===== config.mk =====
export PLATFORM = sky130hd
export DESIGN_NAME = ocr_mul
export DESIGN_NICKNAME = d
export VERILOG_FILES = /design/src/ocr_mul.sv
export SDC_FILE = /design/constraint.sdc
export NUM_CORES = 2
export LEC_CHECK = 0
export BUFFER_PORTS_ARGS = -buffer_cell sky130_fd_sc_hd__clkbuf_2
export CORE_MARGIN = 2
export CORE_UTILIZATION = 34
export CTS_BUF_LIST = sky130_fd_sc_hd__clkbuf_8 sky130_fd_sc_hd__clkbuf_16
export DETAILED_ROUTE_END_ITERATION = 8
export GPL_TIMING_DRIVEN = 0
export PLACE_DENSITY_LB_ADDON = 0.2
export SYNTH_ARGS = -nofsm -noshare
export SYNTH_HDL_FRONTEND = slang
export SYNTH_SLANG_ARGS = --single-unit

===== constraint.sdc =====
create_clock -name clock -period 11.2 [get_ports clock]
set_clock_uncertainty 0.2 [all_clocks]
set_input_delay 1.12 -clock clock [delete_from_list [all_inputs] [get_ports clock]]
set_output_delay 1.12 -clock clock [all_outputs]
set_load 0.05 [all_outputs]

===== src/ocr_mul.sv =====
// Shared signed multiplier with a registered product.
// No package dependencies; used by the top-level sequencer.
module ocr_mul #(
   parameter int MW = 32
) (
   input  logic                   clock,
   input  logic signed [MW-1:0]   op_a,
   input  logic signed [MW-1:0]   op_b,
   output logic signed [2*MW-1:0] prod_ff
);

   // one product per cycle, product registered
   always_ff @(posedge clock) begin
      prod_ff <= op_a * op_b;
   end

endmodule


After elaboration in Yosys (flattened, before gate mapping)
Cells that the tools add are included. W data, S select, Z words.

Register bits after elaboration: 64. Bits of input ports: 65. Output and inout bits: 64. Word-level logic and storage cells: 2.

Multiply operators: 1.

Operators with widths (number): $mul A32 B32 Y64 (1).

Longest topological paths before layout
Word-level depth: 1. Mapped depth: 28. Mapped depth without buffers: 27.

Least setup slack after synthesis
No wires, ideal clock.

Path type: input port to flip-flop. Start point: input op_b[2]. End point: register prod_ff[62]. Setup time: 0.072 ns. Data arrival time: 8.309 ns. Required time: 10.928 ns. Setup slack: 2.619 ns. Cell stages on the path: 24. Path buffers: 1. Cells stage by stage: clkbuf_1 nand2_1 inv_1 fa_1 fa_1 fa_1 fa_1 inv_1 fa_1 inv_1 fa_1 inv_1 fa_1 inv_1 fa_1 ha_1 and3_1 nand2_1 or3_1 o22a_1 o211ai_1 a31oi_1 o31ai_1 xor2_1.

Cells in the longest elaborated chain, start to end: 1.

Ends and longest elaborated chain: start: declaration (line 8) `input logic signed [MW-1:0] op_b,`; $mul A32 B32 Y64 (line 14) `prod_ff <= op_a * op_b;`; end signal: assignment (line 14); end: declaration (line 9) `output logic signed [2*MW-1:0] prod_ff`.

No other way between the ends.

Final worst setup path
Start point: input op_b[5]. End point: register prod_ff[62].

The elaborated chain is that of the path after synthesis.

==> implementation parameters <==
Parameter                              Value

Global routing
  Vias in the first global route ... 28700
  Gr ovfl total ... 0
  Largest net degree at the start of global routing ... 23
  Initial antenna violation count ... 26
  First-pass GRT wire length ... 200000 µm
  GRT Util Overall ... between 20% and 30%

CTS
  Clock tree from TritonCTS ... yes
  Hold-fix buffers, CTS ... 0
  # clock sinks ... 64
  Post-CTS setup repair buffer count ... 0
  H-tree Lvls ... 3
  Largest buffer count on any clock path ... 2
  Number of buffers created by CTS ... 9
  Root Buffer Master ... sky130_fd_sc_hd__clkbuf_16
  # resized after CTS ... 0
  Clock transition at the register clock pins on the worst setup and hold paths after CTS ... around 0.070 ns

Worst setup path
  Total buffers and inverters traversed by the critical path ... 9
  Required arrival time at the worst endpoint ... roughly 11 ns
  Kind of end point of the critical path ... register
  Critical-path maximum fanout ... 10
  Type of element launching the critical path ... input pin
  Dominant delay contributor by cell family on the critical path ... adder cells
  Top cell by count, worst path ... sky130_fd_sc_hd__fa_1
  Crit path arrival time ... roughly 11 ns
  Cell at the slowest stage of the critical path ... sky130_fd_sc_hd__fa_1
  Critical path class ... input pin to register
  Crit-path max cell delay ... 0.90 ns

Route
  First-iteration detailed-routing DRC count ... ~1700
  Routed via count ... ~26000
  Post-detailed-route DRC marker count ... 0
  Count of antenna-violating nets left after detailed routing ... 0
  Iteration count of the initial detailed-routing pass ... 5
  Detailed-route wire length ... 134000 µm
  Routed length per placed instance ... roughly 25 µm
  Via-to-Cell Ratio ... 4.86

Die
  Placeable core region ... ~110000 µm²
  Y dimension of the die ... 335 µm
  Total I/O pin count ... 129
  Starting utilization of the core area ... approximately 34%
  Horizontal die dimension ... about 330 µm
  Cell Rows ... approximately 120
  Die Footprint ... around 110000 µm²

Worst hold path
  Hold_sp ... op_b[0]
  Hold path cells ... 2
  Class of the worst hold path ... input pin to register
  Terminating pin of the worst hold path ... prod_ff[0]

STA
  RSZ-0062 raised after global routing ... false
  Final Hold Violating Endpoints ... 0
  # setup viols final ... 0
  Max Slew Vio Count ... 0
  Fin crit share ... roughly 95%
  Actual slew at the worst max-slew pin ... 1.15 ns
  Max Clk Rate ... approximately 94 MHz
  Worst slew margin ... 23.0%
  Final min period ... ~11 ns

Flow run
  Max Cap Viol ... 0

Logic synthesis
  Count of flip-flops with a built-in enable after synthesis ... 0
  Per-instance average area after synthesis ... 9.59 µm²
  Number of unique standard cell types used by synthesis ... 63
  Sequential element share of the synthesized area ... 3.44%
  Top area cells in the synthesized netlist ... sky130_fd_sc_hd__fa_1, sky130_fd_sc_hd__inv_1, sky130_fd_sc_hd__and2_1, sky130_fd_sc_hd__ha_1, sky130_fd_sc_hd__nand2_1
  Main flop type after synthesis ... sky130_fd_sc_hd__dfxtp_1
  Yosys synthesis warning count ... 0
  Number of register bits inferred by synthesis ... 64
  Share of flip-flops with an asynchronous set or reset after synthesis ... 0%
  Cell area after synthesis ... ~37000 µm²
  Yosys top cell by area ... sky130_fd_sc_hd__fa_1
  Mapped Nets ... about 5200
  Area share of the largest cell type after synthesis ... between 50 and 60%
  Mapped Cells ... about 3900

Final layout
  Storage cell area ... between 1000 and 1500 µm²
  Filler cell count ... approximately 11000
  Most common cell after layout, fill and taps aside ... sky130_fd_sc_hd__fa_1
  Core occupancy in the finished layout ... around 37%
  Fraction of layout cells with a size suffix above 1 ... 4.22%
  Nets ... ~5400
  Largest registers ranked by flip-flop count ... prod_ff: 64 flops
  Biggest register ... prod_ff
  Post-route insts no fill ... 5447
  Commonest non-fill, non-tap cells in the layout ... sky130_fd_sc_hd__fa_1, sky130_fd_sc_hd__inv_1, sky130_fd_sc_hd__and2_1
  Relative area change from synthesis to final layout ... 7.38%
  Multi-input logic area ... about 32000 µm²
  Flip-flop count of the largest register, all copies and words added ... 64

Placement
  GP Congestion ... approximately 0.98
  Buffers on Ports ... roughly 130
  Hpwl dp ... 118000 µm
  Total instance count after detailed placement ... ~5400

Status
  Outcome ... completed
-- cells by family (layout without fill, tap and decap cells) --
group           Yosys count  count (layout)  share of synthesized area, %
compound gates          193             193                          3.46
xor+xnor                 75              75                          1.76
fa+ha+maj              1266            1266                          64.3
buf+inv                1152            1296                          11.6
flops                    64              64                          3.44
other cells               0               5                             0
simple gates           1134            1134                          15.4
-- metrics by stage --
step	setup slack [ns]	TNS, ns	hold WS [ns]	instance area [µm²]
floorplan	2.62	0	1.05	37200
global placement	-0.178	-0.189	1.42	39700
detailed placement	-0.0716	-0.0716	1.41	39700
CTS	0.358	0	0.956	40000
global route	0.125	0	0.959	40000
finish	0.611	0	0.967	40000
-- synthesized netlist by cell type (15+ instances only) --
library cell,n
sky130_fd_sc_hd__xor2_1,22
sky130_fd_sc_hd__nor2_1,42
sky130_fd_sc_hd__inv_1,952
sky130_fd_sc_hd__xnor2_1,53
sky130_fd_sc_hd__nand2_1,511
sky130_fd_sc_hd__and2_1,516
sky130_fd_sc_hd__o21bai_1,15
sky130_fd_sc_hd__fa_1,1082
sky130_fd_sc_hd__dfxtp_1,64
sky130_fd_sc_hd__ha_1,184
sky130_fd_sc_hd__clkbuf_1,195
sky130_fd_sc_hd__a21o_1,23
sky130_fd_sc_hd__nand3_1,15
sky130_fd_sc_hd__o21ai_0,28
sky130_fd_sc_hd__a21oi_1,68
-- area by class of cell --
type                            instances  share of cell area, %
Multi-Input combinational cell       2668                   79.1
Inverter                              952                   8.94
Tap cell                             1414                   4.42
Sequential cell                        64                   3.20
Buffer                                200                   1.89
Timing Repair Buffer                  128                   1.60
Clock buffer                           10                  0.598
Clock inverter                          6                  0.210
Antenna cell                            5                 0.0313
-- per-layer routing --
layer / track usage [%] / vias up / routed length [µm]
li1: - / 11300 / -
met1: 34.2 / 14100 / 56700
met2: 40.9 / 813 / 63600
met3: 3.43 / 169 / 8400
met4: 7.89 / 22 / 4890
met5: 0 / - / 139
-- worst max path at each step --
stage,start,endpoint,cells past startpoint
2_1_floorplan,op_b[2],prod_ff[62],24
4_1_cts,op_a[31],prod_ff[62],26
3_3_place_gp,op_b[2],prod_ff[62],24
6_report,op_b[5],prod_ff[62],26
5_1_grt,op_b[5],prod_ff[62],26
3_5_place_dp,op_a[31],prod_ff[62],26
Power is not shown: default switching activity piles up to over one toggle a cycle in this logic, so the estimate is an artifact.
