[src/ocr_pkg.sv]
// Shared types, constants and tables for the orbit camera rotate block.
// No dependencies; imported by every module of the block except ocr_mul.
package ocr_pkg;

   // Field widths and command codes
   localparam int CMD_W = 2;
   localparam int ANGLE_W = 15;
   localparam int COORD_WIDTH_DEF = 24;
   localparam logic [CMD_W-1:0] CMD_LOAD = 2'd0;
   localparam logic [CMD_W-1:0] CMD_LEFT = 2'd1;
   localparam logic [CMD_W-1:0] CMD_UP = 2'd2;

   // Unit vector / sine / cosine format: signed Q2.28
   localparam int UNIT_SHIFT = 28;
   localparam int UNIT_W = 30;

   // CORDIC
   localparam int CORDIC_STEPS = 18;
   localparam int CORDIC_GAIN = 163008219;
   localparam int HALF_TURN = 180 * 64;
   localparam int QUARTER_TURN = 90 * 64;
   localparam int FULL_TURN = 360 * 64;

   // Root and divide recurrences
   localparam int ROOT_STEPS = 32;
   localparam int QUO_STEPS = 30;

   typedef enum logic {
      RD_SQRT = 1'b0,
      RD_DIV  = 1'b1
   } rd_mode_type;

   typedef struct packed {
      logic        start;
      rd_mode_type mode;
   } rd_ctrl_type;

   // atan(2^-i) in Q16 degrees
   function automatic logic [21:0] atan_q16(input logic [4:0] idx);
      logic [21:0] val;
      case (idx)
         5'd0: val = 22'd2949120;
         5'd1: val = 22'd1740967;
         5'd2: val = 22'd919879;
         5'd3: val = 22'd466945;
         5'd4: val = 22'd234379;
         5'd5: val = 22'd117304;
         5'd6: val = 22'd58666;
         5'd7: val = 22'd29335;
         5'd8: val = 22'd14668;
         5'd9: val = 22'd7334;
         5'd10: val = 22'd3667;
         5'd11: val = 22'd1833;
         5'd12: val = 22'd917;
         5'd13: val = 22'd458;
         5'd14: val = 22'd229;
         5'd15: val = 22'd115;
         5'd16: val = 22'd57;
         5'd17: val = 22'd29;
         default: val = 22'd0;
      endcase
      return val;
   endfunction

endpackage

[src/ocr_rootdiv.sv]
// Shared subtract-and-compare unit: 64-bit integer square root and the
// unit-axis division by that root, one digit per cycle. Depends on ocr_pkg.
module ocr_rootdiv (
   input  logic                        clock,
   input  logic                        reset,
   input  ocr_pkg::rd_ctrl_type        ctrl,
   input  logic [63:0]                 radicand,
   input  logic [ocr_pkg::UNIT_W-1:0]  dvd_mag,
   output logic                        busy,
   output logic [ocr_pkg::QUO_STEPS-1:0] quotient
);
   import ocr_pkg::*;

   logic run_ff, run_in;
   rd_mode_type mode_ff, mode_in;
   logic [5:0] cnt_ff, cnt_in;
   logic [63:0] v_ff, v_in, res_ff, res_in, bit_ff, bit_in;
   logic [31:0] rem_ff, rem_in, divisor;
   logic [UNIT_W-1:0] num_ff, num_in;
   logic [QUO_STEPS-1:0] q_ff, q_in;
   logic [64:0] lhs, rhs, diff;
   logic ge, last;

   // shared compare
   always_comb begin
      divisor = (res_ff[31:0] == '0) ? 32'd1 : res_ff[31:0];
      if (mode_ff == RD_SQRT) begin
         lhs = {1'b0, v_ff};
         rhs = {1'b0, res_ff | bit_ff};
      end else begin
         lhs = {32'd0, rem_ff, num_ff[UNIT_W-1]};
         rhs = {33'd0, divisor};
      end
      diff = lhs - rhs;
      ge = !diff[64];
      last = (mode_ff == RD_SQRT) ? (cnt_ff == 6'(ROOT_STEPS - 1))
                                  : (cnt_ff == 6'(QUO_STEPS - 1));
   end

   always_comb begin
      run_in = run_ff;
      mode_in = mode_ff;
      cnt_in = cnt_ff;
      v_in = v_ff;
      res_in = res_ff;
      bit_in = bit_ff;
      rem_in = rem_ff;
      num_in = num_ff;
      q_in = q_ff;
      if (ctrl.start) begin
         run_in = 1'b1;
         mode_in = ctrl.mode;
         cnt_in = '0;
         if (ctrl.mode == RD_SQRT) begin
            v_in = radicand;
            res_in = '0;
            bit_in = 64'h4000_0000_0000_0000;
         end else begin
            // dividend is |b| * 2^28; the top bits start the remainder
            rem_in = 32'(dvd_mag[UNIT_W-1:UNIT_W-UNIT_SHIFT]);
            num_in = {dvd_mag[UNIT_W-UNIT_SHIFT-1:0], UNIT_SHIFT'(0)};
            q_in = '0;
         end
      end else if (run_ff) begin
         cnt_in = cnt_ff + 6'd1;
         if (last) run_in = 1'b0;
         if (mode_ff == RD_SQRT) begin
            if (ge) begin
               v_in = diff[63:0];
               res_in = (res_ff >> 1) + bit_ff;
            end else begin
               res_in = res_ff >> 1;
            end
            bit_in = bit_ff >> 2;
         end else begin
            rem_in = ge ? diff[31:0] : lhs[31:0];
            num_in = num_ff << 1;
            q_in = {q_ff[QUO_STEPS-2:0], ge};
         end
      end
   end

   always_ff @(posedge clock) begin
      if (reset) begin
         run_ff <= 1'b0;
         mode_ff <= RD_SQRT;
      end else begin
         run_ff <= run_in;
         mode_ff <= mode_in;
      end
      cnt_ff <= cnt_in;
      v_ff <= v_in;
      res_ff <= res_in;
      bit_ff <= bit_in;
      rem_ff <= rem_in;
      num_ff <= num_in;
      q_ff <= q_in;
   end

   assign busy = run_ff;
   assign quotient = q_ff;

endmodule

[config.mk]
export PLATFORM = sky130hd
export DESIGN_NAME = ocr_rootdiv
export DESIGN_NICKNAME = d
export VERILOG_FILES = /design/src/ocr_pkg.sv /design/src/ocr_rootdiv.sv
export SDC_FILE = /design/constraint.sdc
export NUM_CORES = 1
export LEC_CHECK = 0
export BUFFER_PORTS_ARGS = -buffer_cell sky130_fd_sc_hd__buf_2
export CORE_AREA = 10 10 306 161
export CTS_BUF_LIST = sky130_fd_sc_hd__clkbuf_8
export CTS_CLUSTER_DIAMETER = 150
export DETAILED_ROUTE_END_ITERATION = 8
export DIE_AREA = 0 0 316 171
export HOLD_SLACK_MARGIN = 0.03
export PLACE_DENSITY = 0.68
export SYNTH_ARGS = -nofsm -noshare
export SYNTH_HDL_FRONTEND = slang
export SYNTH_SLANG_ARGS = --single-unit
[constraint.sdc]
create_clock -name clock -period 36.2 [get_ports clock]
set_input_delay 3.62 -clock clock [delete_from_list [all_inputs] [get_ports clock]]
set_output_delay 3.62 -clock clock [all_outputs]
set_load 0.01 [all_outputs]
# After elaboration in Yosys (flattened, before gate mapping)
# Cells that the tools add are included.
# totals
reg_bits,292
in_bits,98
# op_classes
add_sub_neg,3
eq_ne,6
muxes,34
n_bitwise,1
n_reduce_logical,7
# ops
op,n
64-bit two-way mux,16
30-bit two-way mux,8
32-bit two-way mux,6
65-bit subtractor,1
63-bit by 64-bit adder with 64-bit output,1
64-bit bitwise OR,1
32-bit zero test,1
6-bit by 5-bit == test with 1-bit output (second input constant),2
2-bit inequality test (second input constant),4
6-bit by 1-bit adder with 6-bit output (second input constant),1
3-bit AND reduction,2
1-bit two-way mux,4
4-bit AND reduction,1
2-bit nonzero test,2
1-bit zero test,1

# Logic depth before layout (Yosys ltp)
# depth
word_depth,8
mapped_depth,20
mapped_depth_nobuf,16

# Worst setup path after synthesis
# OpenSTA, ideal clock, no wires.
# synth_path
path_kind,input-to-reg
from,input port ctrl[1] in the netlist's numbering
to,register v_ff[0] (enable)
arrival_ps,15922
required_time_ps,35616
path_slack_ps,19694
path_stages,5
cell_sequence,clkbuf_1 inv_1 clkbuf_1 o21ai_0 a21boi_0
# synth_between
elab_chain_len,2
elab_cells_between_ends,5
cone_classes,3 x eq/ne; 2 x reduce/logical
# synth_rtl
element,line_no,source
from (decl),ocr_rootdiv.sv:6,"input ocr_pkg::rd_ctrl_type ctrl,"
2-bit inequality test (no line) / 2-bit nonzero test (equally long branches),n/a,
4-bit AND reduction (no line) *,n/a,
to (signal assigned),ocr_rootdiv.sv:92,v_ff <= v_in;
to (decl),ocr_rootdiv.sv:17,"logic [63:0] v_ff, v_in, res_ff, res_in, bit_ff, bit_in;"
# Mark *: on every way between the ends. The rest lies on a longest branch, timed or not.
# A chain may end at the register's enable or synchronous reset.

# Final worst setup path
# layout_path
from,input port ctrl[1] in the netlist's numbering
to,register v_ff[23] (enable)
# Same word-level chain as after synthesis.

==> summary.md <==
| Metric | Value |
|---|---|
| Result of the run | complete, no violations |
| DRC Markers | 0 |
| Post-synthesis xor/xnor area fraction | 0.0459 |
| Tightest hold margin | approximately 0.53 ns |
| Most used DFF post-synth | sky130_fd_sc_hd__edfxtp_1 |
| Core Footprint | between 0.04 and 0.05 mm^2 |
| Areal power density over the cells | 49.4 mW/mm^2 |
| Clock network latency to the later pin of the worst-skew pair | a little under 0.6 ns |
| Number of enable-type register cells in the synthesized netlist | 224 |
| Largest net degree at the start of global routing | ~130 |
| Cell area reported after detailed placement | about 0.018 mm^2 |
| Pre-antenna DRT Iters | 5 |
| Count of warnings emitted by yosys | 0 |
| Part of the power in the clock network | 0.247 |
| Placement Rows | 55 |
| Portion of the clock cycle consumed by the worst path in the final layout | 0.187 |
| Final #Nets | around 2200 |
| Portion of netlist area occupied by mux cells | 0.0486 |
| Area leader, netlist | sky130_fd_sc_hd__edfxtp_1 |
| Wire length of the first global-routing pass | a little over 80000 um |
| Post-Synthesis Cell Area | ~0.017 mm^2 |
| Final design utilization | 0.432 |
| Net count after synthesis | approximately 2100 |
| Total inserted antenna cells | 0 |
| Effective utilization at floorplan | 0.392 |
| CTS H-Tree Depth | 2 |
| Die Span X | between 300 and 400 um |
| Tightest slew margin relative to the limit | 0.310 |
| Overflow left after global routing | 0 |
| Number of buffers inserted for hold repair after clock tree synthesis | 0 |
| Buffers from clock root to sink, at most | 3 |
| Switching power summed over all nets | 0.358 mW |
| Number of post-CTS setup repair buffers | 0 |
| Post-synthesis simple-gate area fraction | 0.189 |
| Number of DRC markers in iteration 0 | approximately 1900 |
| Total global routing track utilization | 0.193 |
| Dominant combinational cell family by area after synthesis | compound AO/OA/AOI/OAI gates |
| Vias after detailed routing | 15300 |
| Netlist cell types | 80 |
| Fillers | 4300 |
| Cell Int Power | slightly below 0.6 mW |
| Root Buffer | sky130_fd_sc_hd__clkbuf_8 |
| Minimum setup slack after placement | 28.78 ns |
| Routed WL per cell | 21.0 um |
| Clock sink total | around 230 |
| Part of the Yosys area used for sequential elements | 0.397 |
| Count of buffers from port buffering | 128 |
| Path class of the lowest-slack min-delay path | reg2reg |
| Synthesized flop and latch total | around 230 |
| Via-to-Cell Ratio | between 5 and 6 |
| Setup repair after global routing missed its margin | false |
| Final routed wirelength across all metal layers | roughly 54000 um |
| Final non-filler cell area | 0.0191 mm^2 |
| Yosys top cell area share | 0.388 |
| Critical Path RT | around 36 ns |
| Mapped Avg Cell Area | about 9.1 um^2 |
| Worst EP arrival | 6.99 ns |
| Sum of net half-perimeters after detailed placement | around 40000 um |
| Clock edge transition at the registers on the reported setup and hold paths | about 0.07 ns |
| Synthesized netlist cell count | between 1500 and 2000 |
| CTS tree | yes |
| Main area contributors after synthesis | sky130_fd_sc_hd__edfxtp_1, sky130_fd_sc_hd__ha_1, sky130_fd_sc_hd__nand2_1 |
| Leakage power | ~7.4 nW |
| PostCTS Resize Cnt | 0 |
| Post-route minimum period | slightly below 7 ns |
| PnR worst setup slack | 29.43 ns |
| Setup violation total in the final timing report | 0 |
| Peak clock frequency supported by timing | approximately 150 MHz |
| Number of endpoints with negative hold slack in the final report | 0 |
| Pins Over Slew Limit | 0 |
| Setup Total Neg Slack | 0 ns |
| Number of maximum-capacitance violations | 0 |
| Share of flip-flops with an asynchronous set or reset | 0 |
| Antenna violations before repair | 0 |
| Critical path peak fanout | approximately 130 |
| Number of global-route vias before repair | around 14000 |
| Number of buffers created by CTS | 38 |
| Worst IR Drop VDD | ~0.000022 V |
| Launching element type of the critical path | input port |
| Gpl congestion | just under 1 |
| Remaining number of nets flagged by the antenna check after routing | 0 |
| Synthesized-area fraction occupied by adder cells | 0.0718 |
| Slew of the pin with the lowest slew margin | 1.03 ns |
| I/O pins | between 100 and 150 |
| Synthesis-to-finish area growth | 10.2% |
| Sw Share | 0.379 |
| Chip Height | around 170 um |
| Worst Clk Skew | around 0.046 ns |
| Post-synthesis compound-gate area fraction | 0.210 |
| Logic pwr share | 0.376 |
| Nature of the critical path endpoint | flop |
| Class of the most critical setup path | in2reg |
| Fraction of layout instances using a drive strength above 1 | 0.139 |
| Die area | around 0.054 mm^2 |
| Portion of total power attributed to sequential cells | 0.377 |
routing by layer:
metal	global-route usage	part of all wire	vias to the layer above
met3	0.0623	0.13	65
met4	0.0372	0.014	0
met1	0.300	0.48	7329
li1	-	-	7194
met2	0.251	0.38	745
met5	0	0	-
cells in the mapped netlist (all sizes together), types with 10 or more instances:
| cell | instances |
|---|---|
| nand2 | 232 |
| edfxtp | 224 |
| o21ai | 147 |
| a21oi | 134 |
| nor2 | 129 |
| nor2b | 107 |
| ha | 98 |
| clkbuf | 94 |
| xor2 | 51 |
| mux2 | 50 |
| a21o | 49 |
| inv | 48 |
| nand4 | 42 |
| xnor2 | 40 |
| a211oi | 33 |
| a31oi | 32 |
| nand3 | 31 |
| nor3 | 30 |
| mux2i | 28 |
| o211ai | 23 |
| buf | 22 |
| o21bai | 20 |
| and3 | 18 |
| nor4 | 17 |
| o21a | 17 |
| o31ai | 16 |
| or3 | 16 |
| a31o | 15 |
| and2 | 13 |
| nand2b | 12 |
| a311oi | 10 |
registers in the layout (all words and copies together) (netlist names):
register / cells
busy: 1
cnt_ff: 6
v_ff: 64
mode_ff: 1
res_ff: 64
rem_ff: 32
bit_ff: 32
quotient: 30
num_ff: 2
placed cells by master (no fill, tap or decap), types with 11 or more instances in the layout:
cell type | Yosys | layout
sky130_fd_sc_hd__buf_4 | 4 | 13
sky130_fd_sc_hd__edfxtp_1 | 224 | 224
sky130_fd_sc_hd__mux2_2 | 49 | 49
sky130_fd_sc_hd__o21ai_0 | 110 | 109
sky130_fd_sc_hd__nor2b_1 | 107 | 107
sky130_fd_sc_hd__and3_1 | 18 | 18
sky130_fd_sc_hd__nand4_1 | 42 | 42
sky130_fd_sc_hd__nor3_1 | 30 | 30
sky130_fd_sc_hd__ha_1 | 98 | 98
sky130_fd_sc_hd__nand3_1 | 31 | 31
sky130_fd_sc_hd__nand2b_1 | 12 | 12
sky130_fd_sc_hd__clkbuf_8 | 0 | 38
sky130_fd_sc_hd__inv_1 | 48 | 59
sky130_fd_sc_hd__a21o_1 | 49 | 49
sky130_fd_sc_hd__o21ai_1 | 37 | 37
sky130_fd_sc_hd__a31o_2 | 13 | 13
sky130_fd_sc_hd__or3_1 | 16 | 16
sky130_fd_sc_hd__nor4_1 | 17 | 17
sky130_fd_sc_hd__a21oi_1 | 133 | 133
sky130_fd_sc_hd__o31ai_1 | 15 | 15
sky130_fd_sc_hd__and2_1 | 11 | 11
sky130_fd_sc_hd__a31oi_1 | 32 | 32
sky130_fd_sc_hd__nand2_1 | 232 | 232
sky130_fd_sc_hd__mux2i_1 | 28 | 28
sky130_fd_sc_hd__o21a_1 | 17 | 17
sky130_fd_sc_hd__xnor2_1 | 40 | 40
sky130_fd_sc_hd__nor2_1 | 129 | 128
sky130_fd_sc_hd__o21bai_1 | 19 | 19
sky130_fd_sc_hd__a211oi_1 | 30 | 30
sky130_fd_sc_hd__o211ai_1 | 23 | 23
sky130_fd_sc_hd__xor2_1 | 51 | 51
sky130_fd_sc_hd__buf_2 | 10 | 127
power by group through the flow:
stage	combinational [mW]	clock (mW)	sequential, mW
CTS	0.347	0.240	0.354
floorplan	0.263	0	0.353
global route	0.390	0.250	0.358
detailed placement	0.345	0	0.360
finish	0.355	0.233	0.356
global placement	0.339	0	0.359
through the flow:
step           total power [mW]  std cells
2_1_floorplan             0.616       1899
4_1_cts                   0.941       2586
6_report                  0.944       2586
3_3_place_gp              0.698       2522
5_1_grt                   0.998       2586
3_5_place_dp              0.705       2522
critical path, stage by stage:
cell                       delay [ns]
sky130_fd_sc_hd__buf_8           0.48
sky130_fd_sc_hd__inv_2           0.34
sky130_fd_sc_hd__o21ai_4         0.88
sky130_fd_sc_hd__a21boi_4        0.91
sky130_fd_sc_hd__buf_4           0.65
cell families (layout without fill, tap and decap cells):
family	count (synthesis)	after routing
AO/OA/AOI/OAI	562	562
buffers and inverters	164	253
AND/OR/NAND/NOR	673	673
adder cells (fa/ha/maj)	99	99
flip-flops	232	232
multiplexers	78	78
XOR/XNOR	91	91
path summary, 6_finish.rpt:
| path | slack [ns] | from | to | depth (start not counted) |
|---|---|---|---|---|
| worst max-delay path | 29.43 | ctrl[1] | v_ff[23] | 5 |
| worst min-delay path | 0.53 | cnt_ff[5] | cnt_ff[5] | 2 |
| worst max register to register | 29.89 | mode_ff | v_ff[23] | 14 |
| worst min register to register | 0.53 | cnt_ff[5] | cnt_ff[5] | 2 |
layout make-up:
type / instances / area, um^2 / share of cell area
multi-input cells: 1503 / 9840 / 0.515
flip-flops and latches: 232 / 6890 / 0.360
repair buffers: 141 / 748 / 0.0391
well taps: 598 / 748 / 0.0391
clock buffers: 38 / 523 / 0.0274
clock inverters: 26 / 189 / 0.00988
inverters: 48 / 180 / 0.00942
No activity file was read; power rests on OpenSTA's default activity.
