--- config.mk ---
export PLATFORM = sky130hd
export DESIGN_NAME = ocr_cordic
export DESIGN_NICKNAME = d
export VERILOG_FILES = /design/src/ocr_pkg.sv /design/src/ocr_cordic.sv
export SDC_FILE = /design/constraint.sdc
export NUM_CORES = 1
export LEC_CHECK = 0
export BUFFER_PORTS_ARGS = -buffer_cell sky130_fd_sc_hd__clkbuf_2
export CORE_ASPECT_RATIO = 0.5
export CORE_MARGIN = 10
export CORE_UTILIZATION = 55
export CTS_CLUSTER_SIZE = 16
export DETAILED_ROUTE_END_ITERATION = 8
export MAX_ROUTING_LAYER = met4
export PLACE_DENSITY_LB_ADDON = 0.12
export SYNTH_ARGS = -nofsm -noshare
export SYNTH_HDL_FRONTEND = slang
export SYNTH_SLANG_ARGS = --single-unit
--- constraint.sdc ---
create_clock -name clock -period 9 [get_ports clock]
set_input_delay 1.35 -clock clock [delete_from_list [all_inputs] [get_ports clock]]
set_output_delay 1.35 -clock clock [all_outputs]
set_load 0.005 [all_outputs]
--- src/ocr_pkg.sv ---
// Shared types, constants and tables for the orbit camera rotate block.
// No dependencies; imported by every module of the block except ocr_mul.
package ocr_pkg;

   // Field widths and command codes
   localparam int CMD_W = 2;
   localparam int ANGLE_W = 15;
   localparam int COORD_WIDTH_DEF = 24;
   localparam logic [CMD_W-1:0] CMD_LOAD = 2'd0;
   localparam logic [CMD_W-1:0] CMD_LEFT = 2'd1;
   localparam logic [CMD_W-1:0] CMD_UP = 2'd2;

   // Unit vector / sine / cosine format: signed Q2.28
   localparam int UNIT_SHIFT = 28;
   localparam int UNIT_W = 30;

   // CORDIC
   localparam int CORDIC_STEPS = 18;
   localparam int CORDIC_GAIN = 163008219;
   localparam int HALF_TURN = 180 * 64;
   localparam int QUARTER_TURN = 90 * 64;
   localparam int FULL_TURN = 360 * 64;

   // Root and divide recurrences
   localparam int ROOT_STEPS = 32;
   localparam int QUO_STEPS = 30;

   typedef enum logic {
      RD_SQRT = 1'b0,
      RD_DIV  = 1'b1
   } rd_mode_type;

   typedef struct packed {
      logic        start;
      rd_mode_type mode;
   } rd_ctrl_type;

   // atan(2^-i) in Q16 degrees
   function automatic logic [21:0] atan_q16(input logic [4:0] idx);
      logic [21:0] val;
      case (idx)
         5'd0: val = 22'd2949120;
         5'd1: val = 22'd1740967;
         5'd2: val = 22'd919879;
         5'd3: val = 22'd466945;
         5'd4: val = 22'd234379;
         5'd5: val = 22'd117304;
         5'd6: val = 22'd58666;
         5'd7: val = 22'd29335;
         5'd8: val = 22'd14668;
         5'd9: val = 22'd7334;
         5'd10: val = 22'd3667;
         5'd11: val = 22'd1833;
         5'd12: val = 22'd917;
         5'd13: val = 22'd458;
         5'd14: val = 22'd229;
         5'd15: val = 22'd115;
         5'd16: val = 22'd57;
         5'd17: val = 22'd29;
         default: val = 22'd0;
      endcase
      return val;
   endfunction

endpackage

--- src/ocr_cordic.sv ---
// Iterative rotation-mode CORDIC for sine and cosine of an angle in 1/64 degree.
// Depends on ocr_pkg (CORDIC constants, atan table).
module ocr_cordic (
   input  logic                          clock,
   input  logic                          reset,
   input  logic                          start,
   input  logic signed [15:0]            angle,
   output logic                          busy,
   output logic signed [ocr_pkg::UNIT_W-1:0] sin_q,
   output logic signed [ocr_pkg::UNIT_W-1:0] cos_q
);
   import ocr_pkg::*;

   localparam int XW = 32;
   localparam int ZW = 28;
   localparam logic signed [16:0] HALF_S = 17'(HALF_TURN);
   localparam logic signed [16:0] QUART_S = 17'(QUARTER_TURN);
   localparam logic signed [16:0] FULL_S = 17'(FULL_TURN);
   localparam logic signed [XW:0] ONE_S = (XW+1)'(1 << UNIT_SHIFT);

   logic run_ff, run_in;
   logic flip_ff, flip_in;
   logic [4:0] i_ff, i_in;
   logic signed [XW-1:0] x_ff, x_in, y_ff, y_in;
   logic signed [ZW-1:0] z_ff, z_in;
   logic signed [16:0] a_ext, a_wrap, a_fold;
   logic signed [XW-1:0] dx, dy;
   logic signed [ZW-1:0] step_atan;
   logic signed [XW:0] xf, yf;

   // range reduction into [-90, 90] degrees
   always_comb begin
      a_ext = 17'(angle);
      if (a_ext > HALF_S) begin
         a_wrap = a_ext - FULL_S;
      end else if (a_ext < -HALF_S) begin
         a_wrap = a_ext + FULL_S;
      end else begin
         a_wrap = a_ext;
      end
      flip_in = flip_ff;
      if (a_wrap > QUART_S) begin
         a_fold = a_wrap - HALF_S;
      end else if (a_wrap < -QUART_S) begin
         a_fold = a_wrap + HALF_S;
      end else begin
         a_fold = a_wrap;
      end
      if (start) flip_in = (a_wrap > QUART_S) || (a_wrap < -QUART_S);
   end

   // one micro-rotation per cycle
   always_comb begin
      dx = y_ff >>> i_ff;
      dy = x_ff >>> i_ff;
      step_atan = ZW'(atan_q16(i_ff));
      run_in = run_ff;
      i_in = i_ff;
      x_in = x_ff;
      y_in = y_ff;
      z_in = z_ff;
      if (start) begin
         run_in = 1'b1;
         i_in = '0;
         x_in = XW'(CORDIC_GAIN);
         y_in = '0;
         z_in = ZW'(a_fold) <<< 10;
      end else if (run_ff) begin
         if (z_ff >= 0) begin
            x_in = x_ff - dx;
            y_in = y_ff + dy;
            z_in = z_ff - step_atan;
         end else begin
            x_in = x_ff + dx;
            y_in = y_ff - dy;
            z_in = z_ff + step_atan;
         end
         i_in = i_ff + 5'd1;
         if (i_ff == 5'(CORDIC_STEPS - 1)) begin
            run_in = 1'b0;
         end
      end
   end

   always_ff @(posedge clock) begin
      if (reset) begin
         run_ff <= 1'b0;
      end else begin
         run_ff <= run_in;
      end
      flip_ff <= flip_in;
      i_ff <= i_in;
      x_ff <= x_in;
      y_ff <= y_in;
      z_ff <= z_in;
   end

   // undo the fold and clamp to one
   always_comb begin
      xf = flip_ff ? -(XW+1)'(x_ff) : (XW+1)'(x_ff);
      yf = flip_ff ? -(XW+1)'(y_ff) : (XW+1)'(y_ff);
      if (xf > ONE_S) xf = ONE_S;
      else if (xf < -ONE_S) xf = -ONE_S;
      if (yf > ONE_S) yf = ONE_S;
      else if (yf < -ONE_S) yf = -ONE_S;
      cos_q = UNIT_W'(xf);
      sin_q = UNIT_W'(yf);
   end

   assign busy = run_ff;

endmodule

# Yosys cells after proc, flatten, opt, wreduce, memory -nomap -nowiden
# Memory sizes are Yosys's and may differ from the RTL's. A register that Yosys moved wholly into a read port is not among the register bits.
# Cells that the tools add are included.
op_classes:
  add_sub_neg: 13
  n_mul: 0
  div: 0
  magnitude_cmp: 9
  n_eq_ne: 1
  shifts: 2
  mux: 20
  n_bitwise: 0
  n_reduce_logical: 2
op_table:
  columns: ["cell", "n"]
  rows:
  - ["$mux 30", 4]
  - ["$mux 28", 3]
  - ["$mux 17", 4]
  - ["$gt 33x30->1 const B", 2]
  - ["$lt 33x29->1 const B", 2]
  - ["$mux 33", 2]
  - ["$neg 32->33", 2]
  - ["$add 32x32->32", 2]
  - ["$mux 32", 2]
  - ["$sshr 32x5->32", 2]
  - ["$sub 32x32->32", 2]
  - ["$add 28x23->28", 1]
  - ["$ge 28x1->1 const B", 1]
  - ["$sub 28x23->28", 1]
  - ["$add 16x16->17 const B", 1]
  - ["$add 17x15->17 const B", 1]
  - ["$gt 17x14->1 const B", 1]
  - ["$lt 17x14->1 const B", 1]
  - ["$sub 16x16->17 const B", 1]
  - ["$sub 17x15->17 const B", 1]
  - ["$gt 16x15->1 const B", 1]
  - ["$lt 16x15->1 const B", 1]
  - ["$mux 5", 2]
  - ["$add 5x1->5 const B", 1]
  - ["other kinds (4)", 6]
totals:
  register_bits: 99
  latchBits: 0
  ram_bits: 0
  rom_bits: 704
  in_bits: 19
  output_inout_bits: 61
  word_cells: 55
  n_memories: 1
mem_list:
  columns: ["memory", "depth", "width", "rd", "rd_ports_with_merged_regs", "write_ports", "line_no", "text"]
  rows:
  - ["(name not given)", 32, 22, 1, 1, 0, "ocr_pkg.sv:41", "case (idx)"]

# Depth between registers and ports, before layout
logic_depth:
  word_depth: 7
  ltp_mapped: 27
  mapped_depth_nobuf: 22

# Worst setup path before layout
# Ideal clock, no wire load.
synth_path:
  path_type: "reg2reg"
  startpoint: "register i_ff[0]"
  endpoint: "register y_ff[31]"
  setup_time_ps: 121
  arrival_ps: 5934
  t_required_ps: 8879
  setup_slack_ps: 2945
  stages_incl_launch_ff: 24
  path_buffers: 5
  period_less_slack_ps: 6055
  path_cell_list: "dfxtp_1 -> buf_2 -> buf_6 -> buf_2 -> buf_2 -> buf_2 -> mux2_2 -> a2111oi_0 -> a221o_1 -> nand4b_1 -> or2_2 -> o41ai_1 -> xor2_1 -> ha_1 -> a21oi_1 -> o21ai_0 -> a221oi_1 -> a211oi_1 -> a211oi_1 -> o21ai_0 -> o41ai_1 -> o21ai_0 -> mux2i_1 -> mux2_2"
synth_via:
  elab_chain_len: 3
  elab_cells_between_ends: 4
  classes_between: "2 x add/sub; 1 x shift; 1 x mux"
synth_lines:
  columns: ["element", "line_no", "text"]
  rows:
  - ["start: declaration", "ocr_cordic.sv:23", "logic [4:0] i_ff, i_in;"]
  - ["start signal: assignment", "ocr_cordic.sv:92", "i_ff <= i_in;"]
  - ["$sshr 32x5->32 (*)", "ocr_cordic.sv:55", "dy = x_ff >>> i_ff;"]
  - ["$sub 32x32->32 / $add 32x32->32 (equally long branches)", "ocr_cordic.sv:75, ocr_cordic.sv:71", null]
  - ["$mux 32 (*)", "ocr_cordic.sv:69", "if (z_ff >= 0) begin"]
  - ["end signal: assignment", "ocr_cordic.sv:94", "y_ff <= y_in;"]
  - ["end: declaration", "ocr_cordic.sv:24", "logic signed [XW-1:0] x_ff, x_in, y_ff, y_in;"]
# Mark *: on every way between the ends. The rest lies on a longest branch, timed or not.
# A chain may end at the register's enable or synchronous reset.

# Worst setup path in the final report
layout_path:
  startpoint: "register i_ff[2]"
  endpoint: "register y_ff[31]"
# The elaborated chain is that of the path after synthesis.

==> results.cfg <==
[status]
status = finished clean

[hold_path]
holdPathStages = 2
hp-class = flip-flop to flip-flop
hp-start = z_ff[7]$_SDFFE_PP0P_
hold_end = z_ff[7]$_SDFFE_PP0P_

[setup_path]
path_buf_inv = 1
slowest_stage = dfxtp_2
path_cells = buf_4 -> mux4_2 -> mux2_2 -> a2111oi_0 -> a221o_1 -> nand4b_1 -> or2_2 -> o41ai_1 -> xor2_1 -> ha_1 -> a21oi_1 -> o21ai_0 -> a221oi_1 -> a211oi_1 -> a211oi_1 -> o21ai_0 -> o41ai_1 -> o21ai_0 -> mux2i_1 -> mux2_2
end_kind = flip-flop
crit_type = flip-flop to flip-flop
critPathMostFrequentCell = o21ai_0
startpoint = i_ff[2]$_SDFFE_PP0P_
reg2reg_to = y_ff[31]$_SDFFE_PP0P_
cp_top_family = compound AO/OA/AOI/OAI gates
crit_fanout = 47
max_stage_delay_ns = 0.94
cp.arrival_ns = 7.50
r2r_slack_ns = 1.85
r2r.worst_path.cells = 20
worstPathRequired_ns = 9.35
start_kind = flip-flop
r2r-start = i_ff[2]$_SDFFE_PP0P_

[sta]
fin_ws_ns = 1.850
fin_crit_ns = 7.150
hold_violations = 0
slew_headroom_pct = 15.82
drv_slew = 0
rsz0062_at_grt = no
clock_skew_ns = 0.03909
min_period_over_period_pct = 79.44
setup-tns-final_ns = 0
max_slew.worst_pin.slew_ns = 1.260
max_freq_mhz = 139.9
whs_ns = 0.4711
setup_viol = 0

[detailed_routing]
wl_met2_mm = 27.21
wl_met3_mm = 7.587
dr.pass1.iters = 6
vias_per_cell = 6.777
wl_per_cell_um = 23.48
routed_wl_mm = 65.81
ant_nets = 0
route.detailed.drc = 0
wl_met1_mm = 28.51
vias = 19000
highest_layer = met4
drtIter0Drc = 2649

[power_and_ir_drop]
switchingPower_mw = 3.963
power_density_nw_per_um2 = 382.7
clkPwrFrac_pct = 9.5
peakVddDrop_mv = 0.1490
sw_frac_of_total_pct = 53.34
leakage_nw = 7.893
internal_power_mw = 3.467
seqPwrFrac_pct = 16.7
comb_power_share_pct = 73.7

[place]
dp_slack_ns = 1.952
placed_area_um2 = 18840
portBuffers = 79
gp_congestion = 1.078
dp_hpwl_mm = 48.61

[cts]
cts_resized = 0
cts_root_buf = clkbuf_16
cts.sinks = 121
ctsHtreeMaxLevel = 4
cts_buffers = 17
ctsHoldBuffers = 0
clock_latency_ns = 0.49
cts_setup_buffers = 0
tritoncts = yes
cts_buffer_depth = 2
clk_pin_slew_worst_paths_ns = 0.07

[synthesis]
ys_seq_area_share_pct = 14.19
async_reset_ff_share_pct = 0
synthAdderAreaFrac_pct = 8.276
synthSimpleGateAreaFrac_pct = 20.81
synth_compound_area_share_pct = 24.25
yosysWarnings = 0
syn_nets = 2538
synthFlopType = dfxtp_1
synthCells = 2399
syn_area_um2 = 18410
synth_xor_area_share_pct = 10.80
synth.distinct_cells = 90
synth-seq-cells = 121
synth_area_per_cell_um2 = 7.676
synthMuxAreaShare_pct = 16.00
synth-edff-count = 19
synth_top_family_by_area = compound AO/OA/AOI/OAI gates

[floorplan]
num_rows = 47
dieArea_um2 = 41640
start_util_pct = 55.72
coreArea_um2 = 33050
die_h_um = 149.4
num_io_pins = 80
dieWidth_um = 278.8

[grt]
antenna_found_initial = 1
grt_max_degree = 78
grt_usage_pct = 31.70
grt_pass1_wl_mm = 101.9
grt_overflow = 0
first_global_vias = 17280

[final_layout]
drive_gt1_share_pct = 13.35
final_area_um2 = 19410
fillers = 3121
nets = 2486
area_growth_syn_to_layout_pct = 5.429

[job]
cap_viol_max_count = 0
-- final cells by class --
type | instances | area, um^2 | area share (%)
multi-input cells | 2027 | 14760 | 76.02
flip-flops and latches | 121 | 2625 | 13.52
repair buffers | 113 | 650.6 | 3.351
well taps | 441 | 551.8 | 2.842
clock buffers | 17 | 425.4 | 2.191
inverters | 67 | 251.5 | 1.295
clock inverters | 15 | 146.4 | 0.7541
diodes | 2 | 5.005 | 0.02578
-- sequential cells by signal, summed over array words and instances, names as in the netlist --
signal	flops
busy	1
z_ff	28
x_ff	32
i_ff	5
y_ff	32
flip_ff	1
step_atan	22
-- layout by cell type (no fill, tap or decap), types with 14 or more instances in the layout --
| cell | n |
|---|---|
| nand4_1 | 18 |
| mux2i_1 | 80 |
| or2_2 | 23 |
| a32oi_1 | 14 |
| mux2_2 | 42 |
| buf_4 | 34 |
| o22ai_1 | 24 |
| nand3_1 | 45 |
| xnor2_1 | 102 |
| and3_1 | 16 |
| dfxtp_1 | 96 |
| a31oi_1 | 20 |
| a21oi_1 | 161 |
| edfxtp_1 | 19 |
| nor2b_1 | 19 |
| nand2b_1 | 35 |
| or3_1 | 33 |
| nor2_1 | 258 |
| a211oi_1 | 27 |
| o21ai_0 | 159 |
| o21bai_1 | 16 |
| o31ai_1 | 35 |
| nor3_1 | 58 |
| clkbuf_2 | 78 |
| a21o_1 | 44 |
| ha_1 | 117 |
| a22oi_1 | 16 |
| o211ai_1 | 18 |
| nor4_1 | 18 |
| xor2_1 | 125 |
| inv_1 | 64 |
| mux4_2 | 72 |
| nand2_1 | 216 |
| clkbuf_16 | 17 |
-- per-layer routing --
metal	up-vias	GRT usage (%)
met2	1058	46.15
met5	-	-
li1	8779	-
met4	0	11.22
met3	192	8.136
met1	8967	41.90
-- power by group through the flow --
stage               sequential [mW]  combinational [mW]  clock, mW
finish                         1.24                5.48      0.709
global route                   1.24                6.05      0.735
CTS                            1.20                5.39      0.710
detailed placement             1.21                5.36          0
global placement               1.21                5.34          0
floorplan                     0.835                4.40          0
-- worst max-delay path by stage --
stage,to,slack [ns],depth (start not counted)
finish,y_ff[31]$_SDFFE_PP0P_,1.85,20
global route,y_ff[31]$_SDFFE_PP0P_,1.32,20
CTS,y_ff[31]$_SDFFE_PP0P_,1.93,20
detailed placement,y_ff[31]$_SDFFE_PP0P_,1.95,20
global placement,y_ff[31]$_SDFFE_PP0P_,2.08,20
floorplan,y_ff[31]$_SDFFE_PP0P_,2.95,23
-- through the flow --
step                utilization, %  total power [mW]  std cells
floorplan                        -             5.230       2399
global placement             57.00             6.549       2769
detailed placement           57.00             6.565       2769
CTS                          58.73             7.297       2801
global route                 58.73             8.020       2802
finish                       58.74             7.430       2803
-- logic make-up (layout without fill, tap and decap cells) --
logic type / after synthesis / count (layout)
simple gates: 804 / 804
compound gates: 678 / 678
buf+inv: 251 / 212
xor+xnor: 227 / 227
mux: 198 / 198
flops: 121 / 121
fa+ha+maj: 120 / 120
other cells: 0 / 2
-- worst min-delay path: stages, from the launching register on --
cell and delay (ns):
dfxtp_1 0.32, nand2_1 0.05, o21ai_0 0.06
-- cell usage after synthesis (45+ instances only) --
| cell type | count | area (um^2) |
|---|---|---|
| o21ai_0 | 159 | 795.8 |
| clkbuf_1 | 130 | 488.0 |
| inv_1 | 64 | 240.2 |
| a21oi_1 | 161 | 805.8 |
| xor2_1 | 125 | 1095 |
| ha_1 | 117 | 1464 |
| xnor2_1 | 102 | 893.4 |
| nand2_1 | 216 | 810.8 |
| mux2i_1 | 80 | 800.8 |
| dfxtp_1 | 102 | 2042 |
| nor3_1 | 58 | 290.3 |
| nor2_1 | 259 | 972.2 |
| mux4_2 | 72 | 1622 |
| nand3_1 | 45 | 225.2 |
Note: power is estimated with default switching activity, not from simulation.
